<file path="src/hdl/assert_macros.svh">
// Assertion macros shared by the RTL of the address text parser.
// Defining SYNTH turns every macro into an empty body.
`ifndef ASSERT_MACROS_SVH
`define ASSERT_MACROS_SVH
`ifndef SYNTH
`define ASSERT_CLK(label, clk, rstn, prop) \
    label: assert property (@(posedge clk) disable iff (!(rstn)) (prop)) \
        else $error("assertion failed");
`define ASSERT_NEVER(label, clk, rstn, expr) \
    label: assert property (@(posedge clk) disable iff (!(rstn)) !(expr)) \
        else $error("forbidden condition seen");
`else
`define ASSERT_CLK(label, clk, rstn, prop)
`define ASSERT_NEVER(label, clk, rstn, expr)
`endif
`endif

</file>
<file path="src/hdl/ipp_pkg.sv">
// Package for the IPv4/IPv6 address text parser.
// Holds character codes, group limits and the parse state type; no dependencies.
`default_nettype none

package ipp_pkg;

    localparam logic [7:0] CHAR_DOT     = 8'h2E;
    localparam logic [7:0] CHAR_COLON   = 8'h3A;
    localparam logic [7:0] CHAR_LBRACK  = 8'h5B;
    localparam logic [7:0] CHAR_RBRACK  = 8'h5D;

    localparam int unsigned V4_GROUPS     = 4;
    localparam int unsigned V6_GROUPS     = 8;
    localparam int unsigned V6_MAX_DIGITS = 4;
    localparam logic [8:0]  V4_MAX        = 9'd255;
    localparam logic [8:0]  V4_SAT        = 9'd256;

    localparam logic [1:0] V4_LAST_INDEX  = 2'(V4_GROUPS - 1);
    localparam logic [2:0] V6_LAST_INDEX  = 3'(V6_GROUPS - 1);
    localparam logic [2:0] V6_DIGIT_LIMIT = 3'(V6_MAX_DIGITS);

    typedef struct packed {
        logic        seen_dot;
        logic        at_start;
        logic        v4_ok;
        logic [1:0]  v4_group_index;
        logic [8:0]  v4_group_value;
        logic        v4_group_started;
        logic [23:0] v4_address;
        logic        v6_ok;
        logic        v6_bracketed;
        logic        v6_closed;
        logic [2:0]  v6_group_index;
        logic [2:0]  v6_digit_count;
    } parse_state_t;

    localparam parse_state_t PARSE_RESET = '{
        seen_dot:         1'b0,
        at_start:         1'b1,
        v4_ok:            1'b1,
        v4_group_index:   2'd0,
        v4_group_value:   9'd0,
        v4_group_started: 1'b0,
        v4_address:       24'd0,
        v6_ok:            1'b1,
        v6_bracketed:     1'b0,
        v6_closed:        1'b0,
        v6_group_index:   3'd0,
        v6_digit_count:   3'd0
    };

    // Returns {is_hex, value} for one ASCII character.
    function automatic logic [4:0] hex_digit(input logic [7:0] c);
        logic [4:0] r;
        r = 5'd0;
        if (c >= 8'h30 && c <= 8'h39) begin
            r = {1'b1, 4'(c - 8'h30)};
        end else if (c >= 8'h61 && c <= 8'h66) begin
            r = {1'b1, 4'(c - 8'h57)};
        end else if (c >= 8'h41 && c <= 8'h46) begin
            r = {1'b1, 4'(c - 8'h37)};
        end
        return r;
    endfunction

endpackage

`default_nettype wire

</file>
<file path="src/hdl/ip_address_text_parser.sv">
// Top level of the IPv4/IPv6 address text parser.
// Uses ipp_pkg and assert_macros.svh.
//
// The parser takes one ASCII character per transaction on the s_ side, with
// s_tlast on the final character of the string, and returns one result
// transaction on the m_ side per string. It accepts one character every clock
// cycle unless a final character is held; each character is registered in the
// input register, where the IPv4 and IPv6 checks update in a single pass, and
// the result of the final character is registered in the output register, from
// which it is offered. Only a final character waits in the input register,
// blocking further input, while an untaken result occupies the output register.
`default_nettype none
`include "assert_macros.svh"

module ip_address_text_parser
    import ipp_pkg::*;
(
    input  wire logic         aclk,
    input  wire logic         aresetn,
    input  wire logic         s_tvalid,
    output logic              s_tready,
    input  wire logic [7:0]   s_tdata,   // [7:0] char_code
    input  wire logic         s_tlast,   // last_char
    output logic              m_tvalid,
    input  wire logic         m_tready,
    output logic [127:0]      m_tdata,   // [63:0] address_high, [127:64] address_low
    output logic [1:0]        m_tuser    // [0] valid_res, [1] is_ipv6
);

    logic         in_valid_reg;
    logic [7:0]   in_char_reg;
    logic         in_last_reg;

    parse_state_t st_reg, st_next, st_upd;
    logic [15:0]  groups_reg [V6_GROUPS];
    logic [15:0]  groups_next [V6_GROUPS];
    logic [15:0]  groups_upd [V6_GROUPS];

    logic         m_valid_reg;
    logic         m_valid_next;
    logic [127:0] m_data_reg;
    logic [1:0]   m_user_reg;

    logic         out_free;
    logic         proc_fire;
    logic         res_fire;
    logic [4:0]   hex;
    logic [11:0]  v4_acc;
    logic         v4_res_ok;
    logic         v6_res_ok;
    logic [63:0]  res_high;
    logic [63:0]  res_low;
    logic         res_valid;

    assign out_free  = !m_valid_reg || m_tready;
    assign proc_fire = in_valid_reg && (!in_last_reg || out_free);
    assign res_fire  = proc_fire && in_last_reg;
    assign s_tready  = !in_valid_reg || proc_fire;

    assign hex    = hex_digit(in_char_reg);
    assign v4_acc = {st_reg.v4_group_value, 3'b000} + {2'b00, st_reg.v4_group_value, 1'b0}
                  + {4'd0, in_char_reg - 8'h30};

    always_comb begin
        st_upd = st_reg;
        for (int k = 0; k < V6_GROUPS; k++) begin
            groups_upd[k] = groups_reg[k];
        end

        if (in_char_reg == CHAR_DOT) begin
            st_upd.seen_dot = 1'b1;
        end
        st_upd.at_start = 1'b0;

        if (in_char_reg >= 8'h30 && in_char_reg <= 8'h39) begin
            st_upd.v4_group_value   = (v4_acc > {3'd0, V4_MAX}) ? V4_SAT : v4_acc[8:0];
            st_upd.v4_group_started = 1'b1;
        end else if (in_char_reg == CHAR_DOT) begin
            if (!st_reg.v4_group_started || st_reg.v4_group_index == V4_LAST_INDEX ||
                st_reg.v4_group_value > V4_MAX) begin
                st_upd.v4_ok = 1'b0;
            end else begin
                st_upd.v4_address       = {st_reg.v4_address[15:0],
                                           st_reg.v4_group_value[7:0]};
                st_upd.v4_group_index   = st_reg.v4_group_index + 2'd1;
                st_upd.v4_group_value   = 9'd0;
                st_upd.v4_group_started = 1'b0;
            end
        end else begin
            st_upd.v4_ok = 1'b0;
        end

        if (st_reg.v6_closed) begin
            st_upd.v6_ok = 1'b0;
        end else if (st_reg.at_start && in_char_reg == CHAR_LBRACK) begin
            st_upd.v6_bracketed = 1'b1;
        end else if (hex[4]) begin
            if (st_reg.v6_digit_count >= V6_DIGIT_LIMIT) begin
                st_upd.v6_ok = 1'b0;
            end else begin
                for (int k = 0; k < V6_GROUPS; k++) begin
                    if (st_reg.v6_group_index == 3'(k)) begin
                        groups_upd[k] = {groups_reg[k][11:0], hex[3:0]};
                    end
                end
                st_upd.v6_digit_count = st_reg.v6_digit_count + 3'd1;
            end
        end else if (in_char_reg == CHAR_COLON) begin
            if (st_reg.v6_group_index == V6_LAST_INDEX) begin
                st_upd.v6_ok = 1'b0;
            end else begin
                st_upd.v6_group_index = st_reg.v6_group_index + 3'd1;
                st_upd.v6_digit_count = 3'd0;
            end
        end else if (in_char_reg == CHAR_RBRACK) begin
            if (st_reg.v6_bracketed && st_reg.v6_group_index == V6_LAST_INDEX) begin
                st_upd.v6_closed = 1'b1;
            end else begin
                st_upd.v6_ok = 1'b0;
            end
        end else begin
            st_upd.v6_ok = 1'b0;
        end
    end

    always_comb begin
        v4_res_ok = st_upd.v4_ok && st_upd.v4_group_index == V4_LAST_INDEX &&
                    st_upd.v4_group_started && st_upd.v4_group_value <= V4_MAX;
        v6_res_ok = st_upd.v6_ok && st_upd.v6_group_index == V6_LAST_INDEX &&
                    (st_upd.v6_bracketed ? st_upd.v6_closed
                                         : (st_upd.v6_digit_count != 3'd0));
        res_high = 64'd0;
        res_low  = 64'd0;
        if (st_upd.seen_dot) begin
            res_valid = v4_res_ok;
            if (v4_res_ok) begin
                res_low = {32'd0, st_upd.v4_address, st_upd.v4_group_value[7:0]};
            end
        end else begin
            res_valid = v6_res_ok;
            if (v6_res_ok) begin
                res_high = {groups_upd[0], groups_upd[1], groups_upd[2], groups_upd[3]};
                res_low  = {groups_upd[4], groups_upd[5], groups_upd[6], groups_upd[7]};
            end
        end
    end

    always_comb begin
        st_next = st_reg;
        for (int k = 0; k < V6_GROUPS; k++) begin
            groups_next[k] = groups_reg[k];
        end
        if (proc_fire) begin
            if (in_last_reg) begin
                st_next = PARSE_RESET;
                for (int k = 0; k < V6_GROUPS; k++) begin
                    groups_next[k] = 16'd0;
                end
            end else begin
                st_next = st_upd;
                for (int k = 0; k < V6_GROUPS; k++) begin
                    groups_next[k] = groups_upd[k];
                end
            end
        end
    end

    always_comb begin
        m_valid_next = m_valid_reg;
        if (res_fire) begin
            m_valid_next = 1'b1;
        end else if (m_tready) begin
            m_valid_next = 1'b0;
        end
    end

    always_ff @(posedge aclk) begin
        if (!aresetn) begin
            in_valid_reg <= 1'b0;
            m_valid_reg  <= 1'b0;
            st_reg       <= PARSE_RESET;
            for (int k = 0; k < V6_GROUPS; k++) begin
                groups_reg[k] <= 16'd0;
            end
        end else begin
            if (s_tready) begin
                in_valid_reg <= s_tvalid;
            end
            m_valid_reg <= m_valid_next;
            st_reg      <= st_next;
            for (int k = 0; k < V6_GROUPS; k++) begin
                groups_reg[k] <= groups_next[k];
            end
        end
    end

    always_ff @(posedge aclk) begin
        if (s_tready && s_tvalid) begin
            in_char_reg <= s_tdata;
            in_last_reg <= s_tlast;
        end
        if (res_fire) begin
            m_data_reg <= {res_low, res_high};
            m_user_reg <= {!st_upd.seen_dot, res_valid};
        end
    end

    assign m_tvalid = m_valid_reg;
    assign m_tdata  = m_data_reg;
    assign m_tuser  = m_user_reg;

    `ASSERT_CLK(a_fail_zero, aclk, aresetn,
        (m_tvalid && !m_tuser[0]) |-> (m_tdata == 128'd0))
    `ASSERT_CLK(a_v4_high_zero, aclk, aresetn,
        (m_tvalid && !m_tuser[1]) |-> (m_tdata[127:96] == 32'd0 && m_tdata[63:0] == 64'd0))
    `ASSERT_CLK(a_last_waits, aclk, aresetn,
        (in_valid_reg && in_last_reg && m_valid_reg && !m_tready) |=> in_valid_reg)
    `ASSERT_NEVER(a_result_overwrite, aclk, aresetn,
        res_fire && m_valid_reg && !m_tready)

endmodule

`default_nettype wire

</file>
<file path="config.mk">
export PLATFORM = sky130hd
export DESIGN_NAME = ip_address_text_parser
export DESIGN_NICKNAME = d
export VERILOG_FILES = /design/src/hdl/ipp_pkg.sv /design/src/hdl/ip_address_text_parser.sv
export VERILOG_INCLUDE_DIRS = /design/src /design/src/hdl
export SDC_FILE = /design/constraint.sdc
export NUM_CORES = 1
export LEC_CHECK = 0
export BUFFER_PORTS_ARGS = -buffer_cell sky130_fd_sc_hd__buf_2
export CAP_MARGIN = 20
export CORE_ASPECT_RATIO = 0.7
export CORE_MARGIN = 2
export CORE_UTILIZATION = 50
export CTS_CLUSTER_DIAMETER = 120
export DETAILED_ROUTE_END_ITERATION = 6
export PLACE_DENSITY = 0.81
export SYNTH_ARGS = -nofsm -noshare
export SYNTH_HDL_FRONTEND = slang
export SYNTH_SLANG_ARGS = --single-unit
export TNS_END_PERCENT = 5
</file>
<file path="constraint.sdc">
create_clock -name aclk -period 5.3 [get_ports aclk]
set_input_delay 0 -clock aclk [delete_from_list [all_inputs] [get_ports aclk]]
set_output_delay 0 -clock aclk [all_outputs]
set_load 0.05 [all_outputs]
</file>
==> impl_metrics.json <==
{
  "hold_viol": 0,
  "place.port_buffers": 144,
  "crit_type": "reg2reg",
  "mostFrequentLayoutCell": "nand2_1",
  "maxSlewViolCount": 0,
  "cts_buffer_depth": 3,
  "whs_ps": 149,
  "first_pass_iters": 6,
  "wl_per_cell_um": 20.9,
  "syn_to_final_growth_pct": 12.7,
  "grt_util_all_layers_pct": 26.5,
  "drive_gt1_share_pct": 14.6,
  "min_path_cells": 2,
  "clk_pin_slew_ps": 60,
  "r2r_start": "in_char_reg[0]",
  "overflow": 0,
  "clock.fmax_mhz": 239,
  "globalRouteMet1Util_pct": 40.7,
  "clock_latency_ps": 580,
  "finClkSkew_ps": 22.1,
  "arrival_ps": 4460,
  "async_reset_ff_share_pct": 0,
  "crit_top_cell": "nor3_1",
  "period_share_pct": 78.9,
  "die_x_um": 216,
  "cts_resized": 0,
  "hp-class": "in2reg",
  "relSlewSlack_pct": 23.2,
  "cp_slowest_cell": "nor3_2",
  "start_util_pct": 50.6,
  "status": "completed",
  "drtIter0Drc": 1647,
  "place_congestion": 0.966,
  "clockRootBuffer": "clkbuf_16",
  "grt.met2_usage_pct": 38.0,
  "synth_area_um2": 15700,
  "required_ps": 5580,
  "placed_area_um2": 16600,
  "crit_buf_inv": 3,
  "critPathCaptureType": "flop",
  "yosys.area.top_type": "edfxtp_1",
  "n_antenna_cell": 0,
  "fin_area_um2": 17700,
  "peakVddDrop_mv": 0.253,
  "htree_levels": 1,
  "core_region_area_um2": 31000,
  "layout.nets": 1745,
  "min_to": "in_char_reg[3]",
  "grt_busiest_layer": "met1",
  "synth.top_cell.area_share_pct": 26.6,
  "synth_seq_cells": 317,
  "ys_top_cells_by_area": "edfxtp_1, dfxtp_1, nand2_1, mux2i_1, a21o_1",
  "synth-main-ff-cell": "dfxtp_1",
  "via_per_inst": 6.30,
  "setup_viol": 0,
  "synth_cells": 1615,
  "power_mw": 5.04,
  "vias": 13500,
  "r2r.worst_path.cells": 11,
  "crit_family": "simple AND/OR/NAND/NOR gates",
  "drv_cap": 0,
  "clock_sinks": 317,
  "p_leak_nw": 6.16,
  "reg2reg_slack_ps": 1120,
  "tns_ps": 0,
  "tightest_slew_ps": 1150,
  "ys_warn_count": 0,
  "grt_pass1_wl_um": 70400,
  "wirelength_um": 44800,
  "grt_max_degree": 130,
  "dieArea_um2": 32800,
  "startpoint_type": "flop",
  "reg2reg_to": "m_tdata[125]",
  "antenna_found_initial": 1,
  "placementRows": 54,
  "drt.antenna.violating_nets": 0,
  "path_max_fanout": 129,
  "syn_area_per_cell_um2": 9.72,
  "post-route-drc-count": 0,
  "fillers": 2620,
  "cts_tree": "yes",
  "path_cells": "inv_1 > ha_1 > nor4b_1 > nor3_1 > o211a_1 > buf_4 > nor3_2 > a211oi_1 > o211ai_1 > buf_12 > nor3_1",
  "worstHoldStart": "s_tdata[3]",
  "fin_crit_ps": 4180,
  "io_pins": 145,
  "slowest_delay_ps": 810,
  "power_density_nw_per_um2": 285,
  "yosysSeqAreaShare_pct": 49.3,
  "synth_nets": 1662,
  "ys_types": 80,
  "numCtsBuffers": 31,
  "die_h_um": 152,
  "dp_hpwl_um": 28800,
  "final_cell_mix": "nand2_1, dfxtp_1, buf_2, edfxtp_1, a21oi_1",
  "rsz0062_at_grt": "false",
  "grt_use_met3_pct": 5.97,
  "grt_pass1_vias": 12400,
  "synth_edf_count": 139
}
stage by stage:
| stage | util, % | instances | worst slack (ps) |
|---|---|---|---|
| 2_1_floorplan | - | 1615 | 755 |
| 3_5_place_dp | 53.4 | 2069 | 1260 |
| 5_1_grt | 57.1 | 2143 | 895 |
| 3_3_place_gp | 53.4 | 2069 | 1380 |
| 4_1_cts | 57.0 | 2141 | 1270 |
| 6_report | 57.1 | 2143 | 1120 |
per-layer routing:
metal | share of wire [%] | vias up
li1 | - | 6195
met4 | 1.7 | 2
met3 | 11 | 66
met5 | 0.029 | -
met1 | 45 | 6516
met2 | 43 | 727
cell type report:
| type | count | area [um^2] | share of cell area (%) |
|---|---|---|---|
| Tap cell | 420 | 526 | 2.97 |
| Inverter | 24 | 93.8 | 0.530 |
| Sequential cell | 317 | 7740 | 43.7 |
| Clock buffer | 49 | 903 | 5.11 |
| Timing Repair Buffer | 188 | 1130 | 6.37 |
| Multi-Input combinational cell | 1136 | 7240 | 40.9 |
| Clock inverter | 9 | 61.3 | 0.347 |
cell families (layout without fill, tap and decap cells):
group | count (synthesis) | in the layout | synth area share (%)
flops | 317 | 317 | 49.3
fa+ha+maj | 34 | 34 | 3.00
mux | 68 | 68 | 4.35
buf+inv | 162 | 270 | 4.74
compound gates | 487 | 487 | 22.3
xor+xnor | 7 | 7 | 0.391
simple gates | 540 | 540 | 15.9
cells in the mapped netlist, types with 18 or more instances:
cell,instances
nand3_1,81
inv_1,23
nor3_1,39
a22o_1,33
dfxtp_1,178
nand4_1,18
mux2i_1,66
nor2_1,88
clkbuf_1,69
a21oi_1,115
buf_2,48
o21ai_0,30
nand2_1,233
or4_1,30
a21o_1,77
ha_1,28
a22oi_1,53
a211oi_1,67
edfxtp_1,139
o31ai_1,31
worst reg2reg max path, delay by kind of cell (launching register included):
family                   cells  cell delay, ps
adder cells (fa/ha/maj)      1             250
flip-flops                   1             510
AND/OR/NAND/NOR              4            1550
buffers and inverters        3             870
AO/OA/AOI/OAI                3             720
where the power goes:
group,switching (mW),internal (mW)
clock,0.940,1.17
sequential,0.0237,2.57
combinational,0.270,0.0648
what timing repair did:
action	in CTS	in global routing
endpoints found under the setup margin	0	0
hold endpoints to repair	30	0
buffers inserted	0	0
hold buffers	14	0
worst max-delay path by stage:
stage | cells after the start | slack [ps] | endpoint | from
2_1_floorplan | 7 | 760 | m_tdata[0] | m_tvalid
3_3_place_gp | 11 | 1380 | m_tdata[64] | in_char_reg[0]
3_5_place_dp | 11 | 1260 | m_tdata[87] | in_char_reg[0]
4_1_cts | 11 | 1270 | m_tdata[87] | in_char_reg[0]
5_1_grt | 11 | 890 | m_tdata[123] | in_char_reg[1]
6_report | 11 | 1120 | m_tdata[125] | in_char_reg[0]
(Power assumes the default switching activity.)
